## src/hw/rtl/bbe_pkg.sv

```systemverilog
package bbe_pkg;

  localparam int MAX_WIDTH  = 1024;
  localparam int HEIGHT_CAP = 4096;

  localparam int COL_W = $clog2(MAX_WIDTH);      // column position
  localparam int XW    = COL_W + 1;              // effective width, holds MAX_WIDTH
  localparam int WID_W = 11;                     // image_width register field
  localparam int HGT_W = 13;                     // image_height register and row position
  localparam int CH_W  = 8;
  localparam int PIX_W = 3 * CH_W;
  localparam int SUM_W = 12;                     // up to 9 * 255
  localparam int CNT_W = 4;                      // up to 9 neighbours
  localparam int NUM_W = 13;                     // 2*sum + cnt
  localparam int DEN_W = CNT_W + 1;              // 2*cnt
  localparam int QBITS = CH_W;
  localparam int QIDX_W = $clog2(QBITS);

  localparam int CFG_IDX_W  = 2;
  localparam int CFG_DATA_W = 13;

  localparam logic [CFG_IDX_W-1:0] REG_WIDTH  = CFG_IDX_W'(0);
  localparam logic [CFG_IDX_W-1:0] REG_HEIGHT = CFG_IDX_W'(1);

  localparam logic OP_PIXEL = 1'b0;
  localparam logic OP_FLUSH = 1'b1;

  typedef struct packed {
    logic              latch;
    logic              shift;
    logic              acc_en;
    logic [1:0]        row;
    logic              div_init;
    logic              div_step;
    logic [QIDX_W-1:0] bit_idx;
    logic              out_load;
  } bbe_cmd_t;

  typedef struct packed {
    logic take;
    logic have_center;
  } bbe_stat_t;

endpackage

```

## src/hw/rtl/bbe_ctrl.sv

```systemverilog
module bbe_ctrl import bbe_pkg::*; (
  input  logic      clk,
  input  logic      rst_n,
  input  logic      in_valid,
  output logic      in_ready,
  output logic      out_valid,
  input  logic      out_ready,
  input  bbe_stat_t stat,
  output bbe_cmd_t  cmd
);

  localparam logic [2:0] S_IDLE = 3'd0;
  localparam logic [2:0] S_LOAD = 3'd1;
  localparam logic [2:0] S_SUM  = 3'd2;
  localparam logic [2:0] S_PREP = 3'd3;
  localparam logic [2:0] S_DIV  = 3'd4;
  localparam logic [2:0] S_OUT  = 3'd5;

  logic [2:0]        state_r, state_nxt;
  logic [1:0]        row_r, row_nxt;
  logic [QIDX_W-1:0] bit_r, bit_nxt;
  logic              out_valid_r, out_valid_nxt;
  logic              accept;

  assign in_ready  = (state_r == S_IDLE);
  assign accept    = in_valid && in_ready;
  assign out_valid = out_valid_r;

  always_comb begin
    state_nxt     = state_r;
    row_nxt       = row_r;
    bit_nxt       = bit_r;
    cmd           = '0;
    cmd.latch     = accept;
    cmd.row       = row_r;
    cmd.bit_idx   = bit_r;
    unique case (state_r)
      S_IDLE: begin
        if (accept && stat.take) state_nxt = S_LOAD;
      end
      S_LOAD: begin
        cmd.shift = 1'b1;
        row_nxt   = 2'd0;
        state_nxt = stat.have_center ? S_SUM : S_IDLE;
      end
      S_SUM: begin
        cmd.acc_en = 1'b1;
        row_nxt    = row_r + 2'd1;
        if (row_r == 2'd2) state_nxt = S_PREP;
      end
      S_PREP: begin
        cmd.div_init = 1'b1;
        bit_nxt      = QIDX_W'(QBITS - 1);
        state_nxt    = S_DIV;
      end
      S_DIV: begin
        cmd.div_step = 1'b1;
        bit_nxt      = bit_r - 1'b1;
        if (bit_r == '0) state_nxt = S_OUT;
      end
      S_OUT: begin
        // hold until the output register is free
        if (!out_valid_r || out_ready) begin
          cmd.out_load = 1'b1;
          state_nxt    = S_IDLE;
        end
      end
      default: state_nxt = S_IDLE;
    endcase
  end

  always_comb begin
    out_valid_nxt = out_valid_r;
    if (cmd.out_load) begin
      out_valid_nxt = 1'b1;
    end else if (out_ready) begin
      out_valid_nxt = 1'b0;
    end
  end

  always_ff @(posedge clk) begin
    if (!rst_n) begin
      state_r     <= S_IDLE;
      row_r       <= '0;
      bit_r       <= '0;
      out_valid_r <= 1'b0;
    end else begin
      state_r     <= state_nxt;
      row_r       <= row_nxt;
      bit_r       <= bit_nxt;
      out_valid_r <= out_valid_nxt;
    end
  end

endmodule

```

## config.mk

```make
export PLATFORM = sky130hd
export DESIGN_NAME = bbe_ctrl
export DESIGN_NICKNAME = d
export VERILOG_FILES = /design/src/hw/rtl/bbe_pkg.sv /design/src/hw/rtl/bbe_ctrl.sv
export SDC_FILE = /design/constraint.sdc
export NUM_CORES = 1
export LEC_CHECK = 0
export ABC_CLOCK_PERIOD_IN_PS = 2800
export BUFFER_PORTS_ARGS = -buffer_cell sky130_fd_sc_hd__buf_2
export CAP_MARGIN = 0
export CELL_PAD_IN_SITES_DETAIL_PLACEMENT = 1
export CELL_PAD_IN_SITES_GLOBAL_PLACEMENT = 1
export CORE_UTILIZATION = 36
export DETAILED_ROUTE_END_ITERATION = 8
export GPL_TIMING_DRIVEN = 0
export HOLD_SLACK_MARGIN = 0.12
export PLACE_DENSITY = 0.77
export SKIP_CTS_REPAIR_TIMING = 1
export SLEW_MARGIN = 25
export SYNTH_ARGS = -nofsm -noshare
export SYNTH_HDL_FRONTEND = slang
export SYNTH_SLANG_ARGS = --single-unit
```

## constraint.sdc

```tcl
create_clock -name clk -period 2.8 [get_ports clk]
set_input_delay 0.56 -clock clk [delete_from_list [all_inputs] [get_ports clk]]
set_output_delay 0.56 -clock clk [all_outputs]
set_load 0.02 [all_outputs]
```

[Yosys cells after proc, flatten, opt, wreduce, memory -nomap -nowiden]
Index checks and enable logic that the tools add are counted.
Cells by class
  $add $sub $neg: 2
  equal/unequal tests: 10
  muxes and demuxes: 16
  reductions and logical operators: 10
Operators by type and width (count)
  one-hot mux 3 bit (6 select lines): 1
  2-to-1 mux 3 bit: 4
  2-to-1 mux 1 bit: 8
  equality test 3 x 2 -> 1 bit, second input constant: 2
  equality test 3 bit, second input constant: 2
  zero test 3 bit: 2
  != test 2 bit, second input constant: 3
  one-hot mux 3 bit (2 select lines): 1
  nonzero test 2 bit: 3
  one-hot mux 2 bit (2 select lines): 1
  AND reduction 4 bit: 1
  equality test 3 x 1 -> 1 bit, second input constant: 1
  subtractor 3 x 1 -> 3 bit, second input constant: 1
  adder 2 x 1 -> 2 bit, second input constant: 1
  equality test 2 bit, second input constant: 1
  logical AND 1 bit: 2
  2-to-1 mux 2 bit: 1
  != test 2 x 1 -> 1 bit, second input constant: 1
  zero test 1 bit: 1
  logical OR 1 bit: 1
Word-level totals
  register bits after elaboration: 9
  input port bits: 6
  output and inout port bits: 13
  word-level logic and storage cells: 42

[Longest topological paths before layout]
Gate-level depths: netlist of the first run.
  word-level depth: 5
  mapped depth: 6
  gate-level depth less buffers: 6

[Worst setup path before layout of the first run]
No wires, ideal clock.
  kind: register to output
  start point: reg state_r[0]
  end point: out cmd[10] (netlist bit)
  arrival time: 1.389 ns
  slack: 0.851 ns
  cell stages (with the launch flop): 5
  path buffers: 2
  path through: dfxtp_1 > buf_2 > nor3_1 > and2_1 > buf_4
Between the ends
  cells in the longest elaborated chain, start to end: 2
Ends and longest elaborated chain
  from (decl): line bbe_ctrl.sv:19  | logic [2:0] state_r, state_nxt;
  from (signal assigned): line bbe_ctrl.sv:88  | state_r <= state_nxt;
  zero test 3 bit: line bbe_ctrl.sv:25  | assign in_ready = (state_r == S_IDLE);
  net in_ready: line bbe_ctrl.sv:5  | output logic in_ready,
  logical AND 1 bit: line bbe_ctrl.sv:26  | assign accept = in_valid && in_ready;
  to (decl): line bbe_ctrl.sv:9  | output bbe_cmd_t cmd
The timed path passes the listed nets, and every way through them passes these cells.

[Worst setup path after layout of the first run]
  start point: reg state_r[0]
  end point: out cmd[10] (netlist bit)
Between the ends
  cells in the longest elaborated chain, start to end: 2
Ends and longest elaborated chain (line)
  zero test 3 bit: bbe_ctrl.sv:25
  logical AND 1 bit: bbe_ctrl.sv:26
No other way between the ends.

==> results of run 1 <==
layer usage:
| layer | track usage (%) | wire length, um |
|---|---|---|
| met5 | 0 | 0 |
| met4 | 7.26 | 12 |
| met3 | 8.15 | 74 |
| met2 | 27.7 | 539 |
| met1 | 19.6 | 554 |
how the worst max path moves through the flow:
stage                   end                    start  cells after the start
floorplan           cmd[10]  state_r[0]$_SDFFE_PN0P_                      4
global placement     cmd[0]                out_ready                      5
detailed placement   cmd[0]                out_ready                      5
CTS                 cmd[10]  state_r[0]$_SDFFE_PN0P_                      5
global route        cmd[10]  state_r[0]$_SDFFE_PN0P_                      5
finish              cmd[10]  state_r[0]$_SDFFE_PN0P_                      5
power by group:
group / internal, mW / switching [mW]
registers: 0.133 / 0.00407
clock network: 0.0551 / 0.0476
logic: 0.0283 / 0.0348
cells in the final DEF, fill, tap and decap left out, types with 2 or more instances in the layout:
master / netlist / final
buf_2: 1 / 19
dfxtp_1: 9 / 9
inv_1: 5 / 5
nor3_1: 3 / 3
nand2_1: 3 / 3
o21ai_0: 3 / 3
a21boi_1: 3 / 3
ha_1: 3 / 3
clkbuf_4: 0 / 3
nand2b_1: 2 / 2
and2b_1: 2 / 2
and2_1: 2 / 2
clkbuf_1: 1 / 2
a2bb2oi_1: 2 / 2
a21oi_1: 2 / 2
o21a_1: 2 / 2
nand3b_1: 2 / 2
buf_4: 2 / 2
worst register-to-register path, cell delays in order (launching register included):
cell,delay [ns]
dfxtp_1,0.34
inv_1,0.07
ha_1,0.19
a211oi_1,0.23
a221oi_1,0.13
o21a_1,0.19
cell families after synthesis:
| family | after synthesis |
|---|---|
| AND/OR/NAND/NOR | 20 |
| AO/OA/AOI/OAI | 17 |
| buffers and inverters | 12 |
| flip-flops | 9 |
| adder cells (fa/ha/maj) | 3 |
| multiplexers | 1 |
cells in the mapped netlist, types with 2 or more instances:
master     number  share of area [%]
nand3b_1        2                2.7
a2bb2oi_1       2                3.2
dfxtp_1         9                 33
ha_1            3                6.8
and2_1          2                2.3
and2b_1         2                2.7
o21ai_0         3                2.7
nor3_1          3                2.7
a21boi_1        3                4.1
buf_4           2                2.7
inv_1           5                3.4
nand2b_1        2                2.3
a21oi_1         2                1.8
nand2_1         3                2.0
o21a_1          2                2.7
flip-flops by register name, indices dropped and copies added (netlist names):
register   cells
bit_r          3
out_valid      1
row_r          2
state_r        3
stage by stage:
| stage | instance area [um2] | util, % | setup WS [ns] | power, mW | instances |
|---|---|---|---|---|---|
| after CTS | 689 | 50.5 | 0.731 | 0.309 | 99 |
| after floorplan | 554 | - | 0.851 | 0.184 | 62 |
| after detailed placement | 663 | 48.5 | 0.981 | 0.204 | 95 |
| after global placement | 663 | 48.5 | 0.966 | 0.201 | 95 |
| after global routing | 689 | 50.5 | 0.604 | 0.322 | 99 |
| final | 689 | 50.5 | 0.746 | 0.303 | 99 |
final cells by class:
cell class / instances / area, um2 / share of cell area (%)
inverter: 6 / 22.5 / 3.27
buffer: 6 / 40.0 / 5.81
sequential: 9 / 180 / 26.1
tap: 15 / 18.8 / 2.72
timing repair buffer: 18 / 90.1 / 13.1
clock buffer: 4 / 26.3 / 3.81
multi-input combinational: 41 / 312 / 45.2
==> impl_metrics.ini, run 1 <==
[critical_path]
critPathRequiredTime_ns = 2.24
r2r_end = state_r[0]$_SDFFE_PN0P_
endpoint_kind = output pin
ff2ff_path_depth = 5
start_kind = flip-flop
r2r_setup_slack_ns = 1.55
cp.arrival_ns = 1.49
crit_chain = buf_2 -> nor3_1 -> and2_1 -> buf_4 -> buf_2
path_class = reg -> out
critPathBufInv = 3
path_delay_family = buffers and inverters
rr_startpoint = row_r[0]$_SDFFE_PN0P_
crit_top_cell = buf_2
path_max_fanout = 10
cpPeakStageDelay_ns = 0.37
slowest_stage = dfxtp_1

[yosys]
synth.area.mux_share_pct = 1.81
mappedNetlistNets = 71
synthesis.instances = 62
syn_area_um2 = 554
synthSimpleGateAreaFrac_pct = 26.0
synthFlopType = dfxtp_1
async_reset_ff_share_pct = 0
syn_area_per_cell_um2 = 8.94
synth_fa_ha_area_share_pct = 6.77
ys_types = 32
synth_edf_count = 0
synth_xor_area_share_pct = 0
yosys_register_bits = 9
synth_top_family_by_area = simple AND/OR/NAND/NOR gates
synth_compound_area_share_pct = 21.7
yosys_warnings = 0
synth_seq_area_share_pct = 32.5

[floorplan]
fp.dieW_um = 41.2
rows = 13
dieArea_mm2 = 0.00170
ioPinCount = 19
start_util_pct = 40.6
die_y_um = 41.2
coreArea_mm2 = 0.00137

[grt]
antenna_found_initial = 0
grt_max_degree = 11
grt_usage_pct = 17.3
grt_pass1_wl_mm = 1.82
grt-ovfl-total = 0
grt_pass1_vias = 446

[detailed_routing]
avgViaCountPerCell = 5.06
dr_total_vias = 501
drt_iter0_drc = 4
routed_wl_mm = 1.18
final_antenna_net_count = 0
first_pass_iters = 2
drc = 0
post_drt_wl_per_cell_um = 11.9

[pwr]
power_density_mw_per_mm2 = 439
ir_worst_vdd_mv = 0.226
leakage_nw = 0.339

[sta]
min_period_over_period_pct = 73.4
fin_worst_skew_ns = 0.00307
slew_viol_final = 0
tns_ns = 0
hold_slack_ns = 0.490
max_clock_freq_mhz = 487
setup_viol = 0
grt_setup_unrepaired = no
worst_pin_slew_ns = 0.409
hold_viol_final = 0
period_needed_ns = 2.05
slew_headroom_pct = 72.7

[finish]
n_antenna_cell = 0
drive_above_1_share_pct = 36.9
area_growth_pct = 24.4
nFillCells = 182
final_nets = 94

[clock_tree]
root_buffer = clkbuf_4
clkTransAtPathRegs_ns = 0.06
clk_latency_ns = 0.26
clock_sinks = 9
cts_tree = yes
clockBufferDepth = 2
numCtsBuffers = 3
h-tree-depth = 1

[placed_design]
io_buffers = 18
place.gp.congestion = 0.647

[job]
maxCapViolCount = 0

[hold_path]
worstHoldStart = row_r[1]$_SDFFE_PN0P_
hold_path_class = reg -> reg
hold_path_depth = 2
holdPathEnd = row_r[1]$_SDFFE_PN0P_

[outcome]
status = finished clean
(Power assumes the default switching activity.)
==> inputs of run 2 (changes only) <==
ABC_AREA = 1   (was unset)
ABC_CLOCK_PERIOD_IN_PS = 1820   (was 2800)
CORE_UTILIZATION = 28   (was 36)
PLACE_DENSITY = 0.69   (was 0.77)
clock period = 1.82 ns   (was 2.8 ns; I/O delays follow)
==> run 2 against run 1 <==
Non-clock buffer count decreased by 4. Synthesized area decreased by 5.6%. Critical endpoint is now cmd[0]. Core utilization down 12 points. Routed wire length rose by 3.1%. Largest power group is now combinational logic. First-iteration DRC count rose to 2.8 times the previous value. Total power increased to 3.7 times the previous value. Via count rose by 11%. Clock-buffer cell count stayed put. Largest cell class unchanged. Clock power grew 52%. Highest routed layer unchanged. Die area increased by 20%.
==> impl_metrics.ini, run 2 <==
[detailed_routing]
avgViaCountPerCell = 4.43
dr_total_vias = 554
post_drt_wl_per_cell_um = 9.73
first_pass_iters = 3
drt_iter0_drc = 11
drc = 0
final_antenna_net_count = 0
routed_wl_mm = 1.22

[clock_tree]
clk_latency_ns = 0.26
numCtsBuffers = 3
root_buffer = clkbuf_4
clkTransAtPathRegs_ns = 0.06
clockBufferDepth = 2
h-tree-depth = 1
clock_sinks = 9
cts_tree = yes

[yosys]
synth_area_leader_cell = dfxtp_1
synthTopCellsByArea = dfxtp_1, nand2_1, inv_1
synth_seq_area_share_pct = 34.4
yosysMostFrequentCell = nand2_1
synthesis.instances = 78
mappedNetlistNets = 87
synth_commonest_cells = nand2_1, inv_1, dfxtp_1
async_reset_ff_share_pct = 0
synth.top_cell.area_share_pct = 34.4
ys_types = 19
yosys_warnings = 0
syn_area_um2 = 523
synthFlopType = dfxtp_1
synth_edf_count = 0
syn_area_per_cell_um2 = 6.71
yosys_register_bits = 9

[finish]
final_nets = 110
area_growth_pct = 28.2
n_antenna_cell = 0
final_cell_mix = buf_2, nand2_1, inv_1, dfxtp_1
layout_commonest_cell = buf_2
finish.utilization_pct = 38.4
drive_above_1_share_pct = 32.0
top_regs = bit_r (3), state_r (3), row_r (2)
final_area_um2 = 671

[critical_path]
slowest_stage = dfxtp_1
path_max_fanout = 6
crit_path_end = cmd[0]
r2r_setup_slack_ns = 0.47
cp.arrival_ns = 1.31
path_delay_family = flip-flops
endpoint_kind = output pin
path_class = reg -> out
cpPeakStageDelay_ns = 0.45
r2r_end = state_r[0]$_SDFFE_PN0P_
critPathRequiredTime_ns = 1.46
rr_startpoint = bit_r[0]$_SDFFE_PN0P_
path_depth = 4
start_kind = flip-flop
ff2ff_path_depth = 9
critPathBufInv = 2
startpoint = state_r[0]$_SDFFE_PN0P_
crit_chain = nand3_1 -> a21oi_1 -> buf_4 -> buf_2

[grt]
grt-ovfl-total = 0
grt_usage_pct = 13.7
grt_pass1_wl_mm = 1.95
grt_max_degree = 8
grt_pass1_vias = 474
antenna_found_initial = 0

[floorplan]
dieArea_mm2 = 0.00204
rows = 15
ioPinCount = 19
start_util_pct = 30.0
coreArea_mm2 = 0.00175
die_y_um = 45.2
fp.dieW_um = 45.2

[job]
maxCapViolCount = 0

[sta]
grt_setup_unrepaired = no
period_needed_ns = 1.67
hold_slack_ns = 0.350
worst_pin_slew_ns = 0.255
fin_worst_skew_ns = 0.00376
min_period_over_period_pct = 91.7
max_clock_freq_mhz = 599
tns_ns = 0
setup_viol = 0
slew_viol_final = 0
slew_headroom_pct = 83.0
hold_viol_final = 0

[pwr]
ir_worst_vdd_mv = 0.540
power_density_mw_per_mm2 = 1690
leakage_nw = 0.357

[placed_design]
io_buffers = 18
place_area_um2 = 644
place.gp.congestion = 0.680
dp_hpwl_um = 984

[outcome]
status = finished clean

[hold_path]
hold_path_class = in -> reg
-- run 2: cell count changes in the layout (fill, tap and decap cells not counted), sizes merged, moves of 4 or more --
cell,change
a21oi,+6
nand2,+11
nor2,+9
nand3,+7
inv,+11
a21boi,-4
-- run 2: logic make-up after synthesis --
logic type      synth area share (%)
simple gates                    29.7
buf+inv                         15.1
compound gates                  13.6
flops                           34.4
fa+ha+maj                       7.18
-- run 2: how the worst min path moves through the flow --
stage	from	to	slack, ns	cells past startpoint
6_report	stat[0]	state_r[1]$_SDFFE_PN0P_	0.35	3
3_5_place_dp	bit_r[1]$_SDFFE_PN0P_	bit_r[1]$_SDFFE_PN0P_	0.47	2
3_3_place_gp	bit_r[2]$_SDFFE_PN0P_	bit_r[2]$_SDFFE_PN0P_	0.46	2
5_1_grt	stat[0]	state_r[1]$_SDFFE_PN0P_	0.37	3
4_1_cts	stat[0]	state_r[1]$_SDFFE_PN0P_	0.34	3
2_1_floorplan	rst_n	state_r[0]$_SDFFE_PN0P_	0.48	2
-- run 2: routing by layer --
metal / wire length (um) / track usage [%] / vias up
met5: 0 / 0 / -
met4: 41 / 10.9 / 0
met3: 29 / 2.40 / 5
met1: 613 / 18.2 / 247
li1: - / - / 291
met2: 531 / 19.4 / 11
-- run 2: area by class of cell --
cell class	instances	area (um2)
sequential	9	180
timing repair buffer	18	90.1
fill	243	1070
clock buffer	4	26.3
multi-input combinational	50	264
inverter	17	63.8
tap	25	31.3
buffer	2	15.0
-- run 2: metrics by stage --
step / worst slack (ns) / cells / power (mW)
2_1_floorplan: 0.451 / 78 / 0.800
3_3_place_gp: 0.434 / 121 / 0.972
3_5_place_dp: 0.444 / 121 / 0.988
4_1_cts: 0.151 / 125 / 1.15
5_1_grt: 0.0554 / 125 / 1.25
6_report: 0.150 / 125 / 1.13
-- run 2: report_power, final --
group	switching, mW	internal, mW
combinational	0.421	0.228
clock	0.0727	0.0847
sequential	0.0652	0.261
total	0.559	0.573
-- run 2: tightest hold or removal path, cell delays in order --
cell     delay (ns)
buf_2          0.10
nand2_1        0.05
a21oi_1        0.05
==> inputs of run 3 (changes only) <==
PLACE_DENSITY = 0.8   (was 0.69)
==> run 3 against run 2 <==
Clock-buffer cell count unchanged. Largest cell class unchanged. Via count is 0.72% lower. Total power rose by 1.2%. Cell area unchanged.
==> impl_metrics.ini, run 3 (synthesized netlist as in run 2, its figures left out) <==
[pwr]
power_switching_uw = 570
power_frac_seq_pct = 28.4
power.share.switching_pct = 49.8
leakage_nw = 0.357
p_total_mw = 1.15
combPwrFrac_pct = 57.2
pwr-share-clk_pct = 14.4
p_int_uw = 576
power_density_mw_per_mm2 = 1710
ir_worst_vdd_mv = 0.524

[critical_path]
startpoint = state_r[0]$_SDFFE_PN0P_
path_delay_family = flip-flops
cp.arrival_ns = 1.33
path_max_fanout = 6
endpoint_kind = output pin
critPathRequiredTime_ns = 1.46
cpPeakStageDelay_ns = 0.46
path_class = reg -> out
slowest_stage = dfxtp_1
rr_startpoint = bit_r[0]$_SDFFE_PN0P_
start_kind = flip-flop
crit_chain = nand3_1 -> a21oi_1 -> buf_4 -> buf_2
critPathBufInv = 2

[floorplan]
fp.dieW_um = 45.2
ioPinCount = 19
coreArea_mm2 = 0.00175
rows = 15
die_y_um = 45.2
dieArea_mm2 = 0.00204
start_util_pct = 30.0

[clock_tree]
h-tree-depth = 1
clockBufferDepth = 2
clkTransAtPathRegs_ns = 0.06
clock_sinks = 9
numCtsBuffers = 3
cts_tree = yes
root_buffer = clkbuf_4
clk_latency_ns = 0.27

[sta]
period_needed_ns = 1.69
max_clock_freq_mhz = 592
fin_worst_skew_ns = 0.00270
hold_viol_final = 0
slew_viol_final = 0
worst_pin_slew_ns = 0.261
min_period_over_period_pct = 92.8
grt_setup_unrepaired = no
setup_viol = 0
slew_headroom_pct = 82.6
worst_slack_ns = 0.131
hold_slack_ns = 0.363
tns_ns = 0

[finish]
n_antenna_cell = 0
drive_above_1_share_pct = 32.0
top_regs = bit_r (3), state_r (3), row_r (2)
area_growth_pct = 28.2
final_cell_mix = buf_2, nand2_1, inv_1, dfxtp_1
layout_commonest_cell = buf_2
final_nets = 110

[detailed_routing]
drt_iter0_drc = 6
drc = 0
post_drt_wl_per_cell_um = 10.3
dr_total_vias = 550
avgViaCountPerCell = 4.40
final_antenna_net_count = 0
routed_wl_mm = 1.29
first_pass_iters = 2

[placed_design]
io_buffers = 18
place.gp.congestion = 0.721
pre_cts_ws_ns = 0.411
dp_hpwl_mm = 1.01

[grt]
grt_max_degree = 8
grt_usage_pct = 14.2
antenna_found_initial = 0
grt_pass1_wl_mm = 2.08
grt-ovfl-total = 0
grt_pass1_vias = 527

[hold_path]
worstHoldStart = stat[0]
hold_path_class = in -> reg

[outcome]
status = finished clean

[job]
maxCapViolCount = 0
==> run 3: cell counts in the layout (fill, tap and decap cells not counted) <==
No cell type changed its count.
==> run 3: path summary, 6_finish.rpt <==
check	end	slack, ns	depth (start not counted)
min reg2reg	bit_r[2]$_SDFFE_PN0P_	0.47	2
max reg2reg	state_r[0]$_SDFFE_PN0P_	0.49	9
min	state_r[1]$_SDFFE_PN0P_	0.36	3
max	cmd[0]	0.13	4
==> run 3: stage by stage <==
step                      utilization [%]  cells  area [um2]
after floorplan                         -     78         523
final                                38.4    125         671
after global routing                 38.4    125         671
after global placement               36.9    121         644
after detailed placement             36.9    121         644
after CTS                            38.4    125         671
==> run 3: area by class of cell <==
class,count,area (um2)
plain buffers,2,15.0
clock buffers,4,26.3
fillers,243,1070
inverters,17,63.8
multi-input cells,50,264
flip-flops and latches,9,180
well taps,25,31.3
repair buffers,18,90.1
==> run 3: metal layers <==
metal / wire length, um / up-vias / GRT usage (%)
li1: - / 290 / -
met4: 24 / 0 / 10.9
met3: 14 / 4 / 1.20
met1: 597 / 249 / 18.2
met5: 0 / - / 0
met2: 653 / 7 / 22.0
==> run 3: tightest hold or removal path, cell delays in order <==
cell	delay, ns
buf_2	0.09
nand2_1	0.07
a21oi_1	0.06
==> run 3: power by group through the flow <==
stage               Clock [mW]  Sequential [mW]  Combinational [mW]
floorplan                    0            0.364               0.436
global placement             0            0.324               0.639
detailed placement           0            0.330               0.657
CTS                      0.173            0.325               0.665
global route             0.183            0.336               0.745
finish                   0.165            0.326               0.655
